$ cat config.mk
export PLATFORM = sky130hd
export DESIGN_NAME = infix_int_expression_evaluator
export DESIGN_NICKNAME = d
export VERILOG_FILES = /design/src/rtl/iee_pkg.sv /design/src/rtl/iee_front.sv /design/src/rtl/iee_queue.sv /design/src/rtl/iee_back.sv /design/src/rtl/infix_int_expression_evaluator.sv
export SDC_FILE = /design/constraint.sdc
export NUM_CORES = 2
export LEC_CHECK = 0
export BUFFER_PORTS_ARGS = -buffer_cell sky130_fd_sc_hd__buf_2
export CAP_MARGIN = 30
export CORE_MARGIN = 1.5
export CORE_UTILIZATION = 47
export CTS_BUF_LIST = sky130_fd_sc_hd__clkbuf_16
export DETAILED_ROUTE_END_ITERATION = 8
export GPL_ROUTABILITY_DRIVEN = 0
export SLEW_MARGIN = 5
export SYNTH_ARGS = -nofsm -noshare
export SYNTH_HDL_FRONTEND = slang
export SYNTH_SLANG_ARGS = --single-unit
$ cat constraint.sdc
create_clock -name clk_i -period 9.05 [get_ports clk_i]
set_clock_uncertainty 0.1 [all_clocks]
set_input_delay 1.81 -clock clk_i [delete_from_list [all_inputs] [get_ports clk_i]]
set_output_delay 1.81 -clock clk_i [all_outputs]
set_load 0.05 [all_outputs]
$ cat src/rtl/iee_pkg.sv
// ----------------------------------------------------------------------------
// Expression evaluator package
// Word types, character codes and the token format shared by the front end,
// the token queue and the evaluation back end.
// ----------------------------------------------------------------------------
`default_nettype none

package iee_pkg;

  // Input word: one expression character, or the end-of-expression marker.
  typedef struct packed {
    logic       req_type;
    logic [7:0] char_code;
  } iee_in_t;

  // Result word.
  typedef struct packed {
    logic signed [31:0] value;
    logic               syntax_error;
  } iee_out_t;

  localparam logic REQ_CHAR = 1'b0;
  localparam logic REQ_END  = 1'b1;

  localparam logic [7:0] CHAR_ZERO  = 8'h30;
  localparam logic [7:0] CHAR_NINE  = 8'h39;
  localparam logic [7:0] CHAR_MINUS = 8'h2D;
  localparam logic [7:0] CHAR_PLUS  = 8'h2B;
  localparam logic [7:0] CHAR_STAR  = 8'h2A;

  localparam logic [31:0] NUM_BASE = 32'd10;

  typedef enum logic [2:0] {
    CLS_DIGIT = 3'd0,
    CLS_MINUS = 3'd1,
    CLS_PLUS  = 3'd2,
    CLS_STAR  = 3'd3,
    CLS_OTHER = 3'd4
  } iee_class_e;

  // Classified word as it travels from the front end to the back end.
  typedef struct packed {
    logic       end_item;
    iee_class_e cls;
    logic [3:0] digit;
  } iee_token_t;

endpackage

`default_nettype wire

$ cat src/rtl/iee_front.sv
// ----------------------------------------------------------------------------
// Expression evaluator front end
// Sorts each incoming character into digit, minus, plus, star or other and
// extracts the digit value.
// ----------------------------------------------------------------------------
`default_nettype none

module iee_front
  import iee_pkg::*;
(
  input  iee_in_t    in_word_i,
  output iee_token_t token_o
);

  iee_class_e cls;

  always_comb begin
    if (in_word_i.char_code >= CHAR_ZERO && in_word_i.char_code <= CHAR_NINE) begin
      cls = CLS_DIGIT;
    end else if (in_word_i.char_code == CHAR_MINUS) begin
      cls = CLS_MINUS;
    end else if (in_word_i.char_code == CHAR_PLUS) begin
      cls = CLS_PLUS;
    end else if (in_word_i.char_code == CHAR_STAR) begin
      cls = CLS_STAR;
    end else begin
      cls = CLS_OTHER;
    end
  end

  // The ASCII digits sit at 0x30..0x39, so the low nibble is the digit value.
  assign token_o.end_item = (in_word_i.req_type == REQ_END);
  assign token_o.cls      = cls;
  assign token_o.digit    = in_word_i.char_code[3:0];

endmodule

`default_nettype wire

$ cat src/rtl/iee_queue.sv
// ----------------------------------------------------------------------------
// Expression evaluator token queue
// Small first-in first-out buffer that decouples the front end from the
// evaluation back end.
// ----------------------------------------------------------------------------
`default_nettype none

module iee_queue
  import iee_pkg::*;
#(
  parameter int Depth = 2
) (
  input  logic       clk_i,
  input  logic       rst_ni,
  input  logic       push_valid_i,
  input  iee_token_t push_token_i,
  output logic       full_o,
  output logic       pop_valid_o,
  input  logic       pop_ready_i,
  output iee_token_t pop_token_o
);

  localparam int IdxW = $clog2(Depth);
  localparam int CntW = $clog2(Depth + 1);

  iee_token_t            mem_q [Depth];
  logic [IdxW-1:0]       wr_ptr_q, wr_ptr_d;
  logic [IdxW-1:0]       rd_ptr_q, rd_ptr_d;
  logic [CntW-1:0]       count_q, count_d;
  logic                  push, pop;

  assign full_o      = (count_q == CntW'(Depth));
  assign pop_valid_o = (count_q != '0);
  assign pop_token_o = mem_q[rd_ptr_q];

  assign push = push_valid_i && !full_o;
  assign pop  = pop_valid_o && pop_ready_i;

  always_comb begin
    wr_ptr_d = wr_ptr_q;
    rd_ptr_d = rd_ptr_q;
    count_d  = count_q;
    if (push) begin
      wr_ptr_d = (wr_ptr_q == IdxW'(Depth - 1)) ? '0 : wr_ptr_q + 1'b1;
    end
    if (pop) begin
      rd_ptr_d = (rd_ptr_q == IdxW'(Depth - 1)) ? '0 : rd_ptr_q + 1'b1;
    end
    if (push && !pop) begin
      count_d = count_q + 1'b1;
    end else if (pop && !push) begin
      count_d = count_q - 1'b1;
    end
  end

  always_ff @(posedge clk_i or negedge rst_ni) begin
    if (!rst_ni) begin
      wr_ptr_q <= '0;
      rd_ptr_q <= '0;
      count_q  <= '0;
    end else begin
      wr_ptr_q <= wr_ptr_d;
      rd_ptr_q <= rd_ptr_d;
      count_q  <= count_d;
    end
  end

  always_ff @(posedge clk_i) begin
    if (push) begin
      mem_q[wr_ptr_q] <= push_token_i;
    end
  end

endmodule

`default_nettype wire

$ cat src/rtl/iee_back.sv
// ----------------------------------------------------------------------------
// Expression evaluator back end
// Runs the parse automaton and the accumulators on classified tokens and
// holds the result word in an output register.
// ----------------------------------------------------------------------------
`default_nettype none

module iee_back
  import iee_pkg::*;
(
  input  logic       clk_i,
  input  logic       rst_ni,
  input  logic       tok_valid_i,
  input  iee_token_t tok_i,
  output logic       tok_ready_o,
  output logic       out_valid_o,
  input  logic       out_stall_i,
  output iee_out_t   out_word_o
);

  typedef enum logic [5:0] {
    ST_START = 6'b000001,
    ST_NUM   = 6'b000010,
    ST_MINUS = 6'b000100,
    ST_PLUS  = 6'b001000,
    ST_STAR  = 6'b010000,
    ST_ERR   = 6'b100000
  } parse_state_e;

  parse_state_e state_q, state_d;
  logic [31:0]  number_q, number_d;
  logic [31:0]  product_q, product_d;
  logic [31:0]  sum_q, sum_d;
  // term_q tracks number_q * product_q, updated alongside the digits, so a
  // fold into the sum needs only an add.
  logic [31:0]  term_q, term_d;
  logic         neg_q, neg_d;
  logic         out_valid_q, out_valid_d;
  iee_out_t     out_q, out_d;

  logic         out_free, take;
  logic [31:0]  signed_term, total;

  assign out_free    = !out_valid_q || !out_stall_i;
  assign tok_ready_o = !tok_i.end_item || out_free;
  assign take        = tok_valid_i && tok_ready_o;

  assign signed_term = neg_q ? (32'd0 - term_q) : term_q;
  assign total       = sum_q + signed_term;

  always_comb begin
    state_d = state_q;
    unique case (state_q)
      ST_START: begin
        case (tok_i.cls)
          CLS_DIGIT: state_d = ST_NUM;
          CLS_MINUS: state_d = ST_MINUS;
          CLS_PLUS:  state_d = ST_PLUS;
          default:   state_d = ST_ERR;
        endcase
      end
      ST_NUM: begin
        case (tok_i.cls)
          CLS_DIGIT: state_d = ST_NUM;
          CLS_MINUS: state_d = ST_MINUS;
          CLS_PLUS:  state_d = ST_PLUS;
          CLS_STAR:  state_d = ST_STAR;
          default:   state_d = ST_ERR;
        endcase
      end
      ST_MINUS, ST_PLUS, ST_STAR: begin
        state_d = (tok_i.cls == CLS_DIGIT) ? ST_NUM : ST_ERR;
      end
      default: state_d = ST_ERR;
    endcase
  end

  always_comb begin
    number_d    = number_q;
    product_d   = product_q;
    sum_d       = sum_q;
    term_d      = term_q;
    neg_d       = neg_q;
    out_d       = out_q;
    out_valid_d = out_valid_q && out_stall_i;

    if (take && tok_i.end_item) begin
      out_valid_d        = 1'b1;
      out_d.syntax_error = (state_q == ST_ERR);
      out_d.value        = (state_q == ST_ERR) ? 32'sd0 : total;
      number_d           = 32'd0;
      product_d          = 32'd1;
      sum_d              = 32'd0;
      term_d             = 32'd0;
      neg_d              = 1'b0;
    end else if (take && state_q != ST_ERR) begin
      unique case (state_d)
        ST_NUM: begin
          number_d = number_q * NUM_BASE + {28'd0, tok_i.digit};
          term_d   = term_q * NUM_BASE + product_q * {28'd0, tok_i.digit};
        end
        ST_MINUS, ST_PLUS: begin
          sum_d     = total;
          product_d = 32'd1;
          number_d  = 32'd0;
          term_d    = 32'd0;
          neg_d     = (state_d == ST_MINUS);
        end
        ST_STAR: begin
          product_d = product_q * number_q;
          number_d  = 32'd0;
          term_d    = 32'd0;
        end
        default: begin
        end
      endcase
    end
  end

  always_ff @(posedge clk_i or negedge rst_ni) begin
    if (!rst_ni) begin
      state_q     <= ST_START;
      number_q    <= 32'd0;
      product_q   <= 32'd1;
      sum_q       <= 32'd0;
      term_q      <= 32'd0;
      neg_q       <= 1'b0;
      out_valid_q <= 1'b0;
    end else begin
      if (take) begin
        state_q <= tok_i.end_item ? ST_START : state_d;
      end
      number_q    <= number_d;
      product_q   <= product_d;
      sum_q       <= sum_d;
      term_q      <= term_d;
      neg_q       <= neg_d;
      out_valid_q <= out_valid_d;
    end
  end

  always_ff @(posedge clk_i) begin
    out_q <= out_d;
  end

  assign out_valid_o = out_valid_q;
  assign out_word_o  = out_q;

endmodule

`default_nettype wire

$ cat src/rtl/infix_int_expression_evaluator.sv
// ----------------------------------------------------------------------------
// Infix integer expression evaluator
// Evaluates a stream of ASCII characters holding an integer expression with
// +, - and *, where * binds tighter than + and -.
// ----------------------------------------------------------------------------
// The block takes one word per cycle while in_stall_o is low: a character,
// or an end marker that returns the signed 32-bit value of the expression
// (or the syntax error flag, with value zero) and readies the block for the
// next expression. Characters produce no result word. Every word passes
// through the classifier into a QUEUE_DEPTH-word queue and is then consumed
// by the evaluation loop, which settles one word per cycle on its
// accumulator registers unless an end word waits on a held result; the
// 32x32 multiply taken on '*' is the longest path in that loop. An accepted
// end word is written into the queue and then taken by the back end, whose
// output register raises the result valid. The result word waits in that
// register, while further words keep flowing in until the queue fills.
`default_nettype none

module infix_int_expression_evaluator
  import iee_pkg::*;
#(
  parameter int QUEUE_DEPTH = 2
) (
  input  logic     clk_i,
  input  logic     rst_ni,
  input  logic     in_valid_i,
  output logic     in_stall_o,
  input  iee_in_t  in_word_i,
  output logic     out_valid_o,
  input  logic     out_stall_i,
  output iee_out_t out_word_o
);

  iee_token_t front_token;
  iee_token_t queue_token;
  logic       queue_full;
  logic       queue_valid;
  logic       back_ready;

  iee_front u_front (
    .in_word_i (in_word_i),
    .token_o   (front_token)
  );

  iee_queue #(
    .Depth (QUEUE_DEPTH)
  ) u_queue (
    .clk_i        (clk_i),
    .rst_ni       (rst_ni),
    .push_valid_i (in_valid_i),
    .push_token_i (front_token),
    .full_o       (queue_full),
    .pop_valid_o  (queue_valid),
    .pop_ready_i  (back_ready),
    .pop_token_o  (queue_token)
  );

  iee_back u_back (
    .clk_i       (clk_i),
    .rst_ni      (rst_ni),
    .tok_valid_i (queue_valid),
    .tok_i       (queue_token),
    .tok_ready_o (back_ready),
    .out_valid_o (out_valid_o),
    .out_stall_i (out_stall_i),
    .out_word_o  (out_word_o)
  );

  assign in_stall_o = queue_full;

endmodule

`default_nettype wire

== After elaboration in Yosys (flattened, before gate mapping) ==
Memory sizes are Yosys's and may differ from the RTL's.
Cells that the tools add are included.

* Add/subtract/negate cells: 8
* Multiply operators: 4
* Divide/modulo/power cells: 0
* Order comparisons: 2
* Equal/unequal tests: 18
* Shifts and indexed selects: 0
* Muxes and demuxes: 32
* Bitwise gates (word level): 0
* Reduce and logical (&&, ||, !) cells: 29

{| class="wikitable"
|+ Operator list
! operator !! count
|-
| $mux 32 || 10
|-
| $pmux 32 s2 || 3
|-
| $add 32x32->32 || 2
|-
| $mul 32x3->31 const B || 2
|-
| $pmux 6 s3 || 2
|-
| $add 32x4->32 || 1
|-
| $mul 32x32->32 || 1
|-
| $mul 32x4->32 || 1
|-
| $sub 1x32->32 const A || 1
|-
| $eq 8x6->1 const B || 3
|-
| $pmux 6 s4 || 1
|-
| $eq 6x2->1 const B || 2
|-
| $eq 6x3->1 const B || 2
|-
| $eq 6x4->1 const B || 2
|-
| $eq 6x5->1 const B || 2
|-
| $mux 3 || 4
|-
| $mux 6 || 2
|-
| $ge 8x6->1 const B || 1
|-
| $le 8x6->1 const B || 1
|-
| $logic_and 1x1->1 || 8
|-
| $mux 1 || 8
|-
| $reduce_bool 2->1 || 4
|-
| $eq 3x2->1 const B || 2
|-
| $eq 6x1->1 const B || 1
|-
| 15 further kinds || 27
|}

* Register bits: 173
* Latch bits: 0
* Memory bits (writable): 16
* ROM bits: 0
* Bits of input ports: 13
* Output and inout bits: 35
* Word-level logic and storage cells: 106
* Memories: 1

{| class="wikitable"
|+ Memory list
! memory !! depth !! width !! read ports !! clocked after Yosys merged registers in !! wr ports !! line !! RTL
|-
| u_queue.mem_q || 2 || 8 || 1 || 0 || 1 || iee_queue.sv:26 || <nowiki>iee_token_t mem_q [Depth];</nowiki>
|}

== Longest topological paths before layout ==
An unclocked memory read counts as a cell.

* Depth in word-level cells: 9
* Mapped depth: 28
* Depth with buffers taken out: 27

== Hierarchy ==
A second synthesis with hierarchy kept.

* Cells, all modules: 3626
* Area total of the unflattened synthesis: 33121.8 um^2

{| class="wikitable"
|+ Modules (own cells, without submodules)
! module !! instances !! cells each !! area each (um^2) !! seq. area each (um^2)
|-
| iee_back || 1 || 3565 || 32212.1 || 4396.7
|-
| iee_queue || 1 || 44 || 785.8 || 580.6
|-
| iee_front || 1 || 17 || 123.9 || 0.0
|}

== Least setup slack after synthesis ==
No wires, ideal clock.

* Path kind: flip-flop to flip-flop
* Start: register u_back.number_q[4]
* End: register u_back.product_q[30]
* Arrival: 7.222 ns
* Required time: 8.821 ns
* Slack: 1.599 ns
* Cell stages (with the launch flop): 27
* Buffers on the path: 2
* Clock period less this slack: 7.451 ns
* Path through: dfrtp_1 > clkbuf_1 > clkbuf_1 > and2_1 > fa_1 > inv_1 > fa_1 > fa_1 > fa_1 > inv_1 > fa_1 > inv_1 > fa_1 > inv_1 > fa_1 > fa_1 > ha_1 > a21o_1 > a21oi_1 > o21ai_0 > a2111oi_0 > o31ai_1 > a41o_1 > or4_1 > a31oi_1 > xor2_1 > o21ai_1

* Cells in the longest elaborated chain, start to end: 4

{| class="wikitable"
|+ Ends and longest elaborated chain
! item !! line !! RTL
|-
| start: declaration || iee_back.sv:31 || <nowiki>logic [31:0] number_q, number_d;</nowiki>
|-
| start signal: assignment || iee_back.sv:133 || <nowiki>number_q <= number_d;</nowiki>
|-
| $mul 32x32->32 || iee_back.sv:110 || <nowiki>product_d = product_q * number_q;</nowiki>
|-
| $pmux 32 s2 || iee_back.sv:97 || <nowiki>unique case (state_d)</nowiki>
|-
| $mux 32 || iee_back.sv:96 || <nowiki>end else if (take && state_q != ST_ERR) begin</nowiki>
|-
| $mux 32 || iee_back.sv:87 || <nowiki>if (take && tok_i.end_item) begin</nowiki>
|-
| end signal: assignment || iee_back.sv:134 || <nowiki>product_q <= product_d;</nowiki>
|-
| end: declaration || iee_back.sv:32 || <nowiki>logic [31:0] product_q, product_d;</nowiki>
|}

Every way passes these cells. The select of a mux whose other input is x is not followed.
A chain may end at the register's enable or synchronous reset.

== Worst setup path after layout ==
* Start: register u_back.product_q[13]
* End: register u_back.product_q[30]

* Cells in the longest elaborated chain, start to end: 4

{| class="wikitable"
|+ Ends and longest elaborated chain
! item !! line
|-
| $mul 32x32->32 || iee_back.sv:110
|-
| $pmux 32 s2 || iee_back.sv:97
|-
| $mux 32 || iee_back.sv:96
|-
| $mux 32 || iee_back.sv:87
|}

Every way passes these cells. The select of a mux whose other input is x is not followed.

==> impl_metrics.yaml <==
route:
  drtIter0Drc: 1505
  vias: 24861
  firstDrtPassIters: 5
  ant_nets: 0
  wl_um: 87100
  remaining_drc_errors: 0
  wire_per_inst_um: 18.8
  viasPerCell: 5.36
clock_network:
  post_cts_buffers: 0
  cts.repair.resized: 0
  clock-sinks: 189
  numCtsBuffers: 17
  htreeDepth: 4
  clock_latency_ns: 0.51
  cts-root-buf: "clkbuf_16"
  cts_tree: "yes"
  clk_pin_slew_ns: 0.09
  clockBufferDepth: 2
  ctsHoldBuffers: 0
grt:
  antenna_found_initial: 1
  grt_max_degree: 50
  grtUsageTotal_pct: 24.8
  overflow: 0
  grt_pass1_wl_um: 143000
  grt_pass1_vias: 25669
placed_design:
  place_hpwl_um: 70100
  portBuffers: 47
  placed_area_mm2: 0.0347
  dp.cells: 4603
  place_ws_ns: 0.852
layout:
  fillers: 6671
  final_nets: 4497
  regArea_mm2: 0.00498
  final_cells: 4638
  drive_above_1_share_pct: 4.63
  multi_input_area_mm2: 0.0257
  post-route-cell-area_mm2: 0.0354
  areaGrowthSynthToFinish_pct: 5.66
timing:
  setup_viol: 0
  rsz0062_at_grt: "false"
  final.period_utilization_pct: 88.4
  whs_ns: 0.390
  post-route-min-period_ns: 8.00
  max_freq_ghz: 0.125
  fin_ws_ns: 1.05
  worstMarginPinSlew_ns: 0.979
  relSlewSlack_pct: 34.8
  hold_violations: 0
  slew_violations: 0
  tns_ns: 0
critical_path:
  crit_type: "register to register"
  cp_common_cell: "fa_1"
  crit_path_start_kind: "register"
  cp.buffers_inverters: 3
  path_cells: "buf_4 > and2_1 > fa_1 > fa_1 > fa_1 > inv_1 > fa_1 > inv_1 > fa_1 > fa_1 > fa_1 > fa_1 > ha_1 > a21o_1 > a21oi_1 > o21ai_0 > a2111oi_0 > o31ai_1 > a41o_1 > or4_1 > a31oi_1 > xor2_1 > o21ai_1"
  crit_fanout: 13
  crit_family: "adder cells"
  required_ns: 9.30
  critPathSlowestCell: "dfrtp_1"
  cp-end-kind: "register"
  slowest_delay_ns: 0.68
  rrSetupSlack_ns: 1.05
  worstPathArrival_ns: 8.25
floorplanning:
  io_pins: 48
  fp-row-count: 97
  core-area_mm2: 0.0703
  die_area_mm2: 0.0729
  die_h_um: 270
  die_w_um: 270
  start_util_pct: 47.7
power:
  ir_drop_mv: 0.184
  p_leak_nw: 17.9
  powerDensity_mw_per_mm2: 88.8
synth:
  postSynthCellCount: 3732
  synth_edf_count: 49
  syn-num-nets: 4545
  synth-main-ff-cell: "dfrtp_1"
  synth_seq_cells: 189
  syn-cell-area_mm2: 0.0335
  ys_types: 87
  yosysWarnings: 0
  avgSynthCellArea_um2: 8.98
  ys_seq_area_share_pct: 14.9
  synthArstFlopShare_pct: 74.1
flow_run:
  max_cap_viol_count: 0
outcome:
  status: "finished, final reports clean"
hold_path:
  hp-class: "register to register"
==> cells by family (layout without fill, tap and decap cells) <==
group                      count (synthesis)  after routing  synth area share [%]
other                                      0              1                     0
DFF                                      189            189                  14.9
and+or+nand+nor                         1167           1167                  17.4
muxes                                     13             13                 0.411
xor gates and xnor gates                 250            250                  6.54
buffers and inverters                    749            714                  8.44
adders and majority gates                800            800                  41.0
AOI/OAI and AO/OA                        564            564                  11.3
==> tightest hold or removal path, cell delays in order, from the launching register on <==
cell and delay (ns):
dfrtp_1 0.35, nand2_1 0.05, nand3_1 0.06
==> power by group <==
part | internal (mW) | switching (mW)
Sequential | 1.02 | 0.105
Combinational | 0.259 | 0.904
Clock | 0.395 | 0.461
Total | 1.67 | 1.47
==> state kept, by name, summed over array words and instances, names as in the netlist <==
signal / cells
u_back.term_q: 32
u_back.out_valid_o: 1
u_queue.rd_ptr_q: 1
u_back.neg_q: 1
u_back.state_q: 6
u_back.sum_q: 32
u_queue.mem_q: 16
u_back.product_q: 32
u_back.out_word_o: 33
u_queue.wr_ptr_q: 1
u_queue.count_q: 2
u_back.number_q: 32
==> cells in the mapped netlist, types with 7 or more instances <==
master | count | area [um2]
inv_1 | 586 | 2200
fa_1 | 498 | 9970
nand2_1 | 491 | 1840
and2_1 | 321 | 2010
ha_1 | 302 | 3780
xnor2_1 | 165 | 1450
clkbuf_1 | 154 | 578
o21ai_0 | 143 | 716
dfrtp_1 | 138 | 3450
a21oi_1 | 119 | 596
nor2_1 | 112 | 420
xor2_1 | 85 | 744
a21o_1 | 70 | 526
nor2b_1 | 51 | 319
edfxtp_1 | 49 | 1470
nor3_1 | 38 | 190
a22o_1 | 31 | 272
o31ai_1 | 30 | 225
nand3_1 | 25 | 125
o21a_1 | 25 | 188
nand2b_1 | 24 | 150
o211ai_1 | 19 | 143
and3_1 | 18 | 113
or3_1 | 16 | 100
a211oi_1 | 14 | 105
nor4_1 | 14 | 87.6
a2111oi_0 | 12 | 105
a211o_1 | 11 | 96.3
nand3b_1 | 10 | 75.1
nand4_1 | 10 | 62.6
a31oi_1 | 9 | 56.3
o21bai_1 | 9 | 67.6
mux2i_1 | 7 | 70.1
nor3b_1 | 7 | 52.6
==> layer usage <==
metal	part of all wire [%]	up-vias	global-route usage, %	routed length (um)
met2	46	518	40.0	39600
met1	48	12416	35.4	41700
met5	0	-	0	0
li1	-	11854	-	-
met4	1.9	0	6.25	1660
met3	4.7	73	3.09	4120
==> cells in the final DEF, fill, tap and decap left out, drive strengths merged, types with 19 or more instances in the layout <==
cell type | Yosys | routed
nand3 | 27 | 27
xor2 | 85 | 85
or3 | 19 | 19
o21ai | 149 | 149
dfrtp | 138 | 138
a21oi | 119 | 119
a21o | 73 | 73
nor2b | 51 | 51
o211ai | 20 | 20
buf | 8 | 95
nand2b | 24 | 24
o21a | 25 | 25
edfxtp | 49 | 49
a22o | 31 | 31
ha | 302 | 302
and2 | 321 | 321
nor3 | 40 | 40
nand2 | 491 | 491
o31ai | 33 | 33
xnor2 | 165 | 165
inv | 586 | 599
nor2 | 112 | 112
fa | 498 | 498
==> metrics by stage <==
stage	utilization [%]	power [mW]
floorplan	-	1.91
global placement	49.4	2.29
detailed placement	49.4	2.30
CTS	50.3	3.16
global route	50.4	3.30
finish	50.4	3.14
==> worst paths after layout <==
kind,from,cells past startpoint,to
worst max-delay path,u_back.product_q[13]$_DFFE_PN0P_,23,u_back.product_q[30]$_DFFE_PN0P_
worst min-delay path,u_back.number_q[31]$_DFFE_PN0P_,2,u_back.number_q[31]$_DFFE_PN0P_
worst max register to register,u_back.product_q[13]$_DFFE_PN0P_,23,u_back.product_q[30]$_DFFE_PN0P_
worst min register to register,u_back.number_q[31]$_DFFE_PN0P_,2,u_back.number_q[31]$_DFFE_PN0P_
max in group asynchronous,rst_ni,2,u_back.number_q[13]$_DFFE_PN0P_
min in group asynchronous,rst_ni,1,u_back.sum_q[24]$_DFFE_PN0P_
==> layout make-up <==
| type | count | area share, % |
|---|---|---|
| inverters | 587 | 6.22 |
| repair buffers | 95 | 1.84 |
| clock inverters | 15 | 0.626 |
| clock buffers | 17 | 1.20 |
| well taps | 940 | 3.32 |
| diodes | 1 | 0.00707 |
| multi-input cells | 2794 | 72.7 |
| flip-flops and latches | 189 | 14.1 |
(Power assumes the default switching activity.)
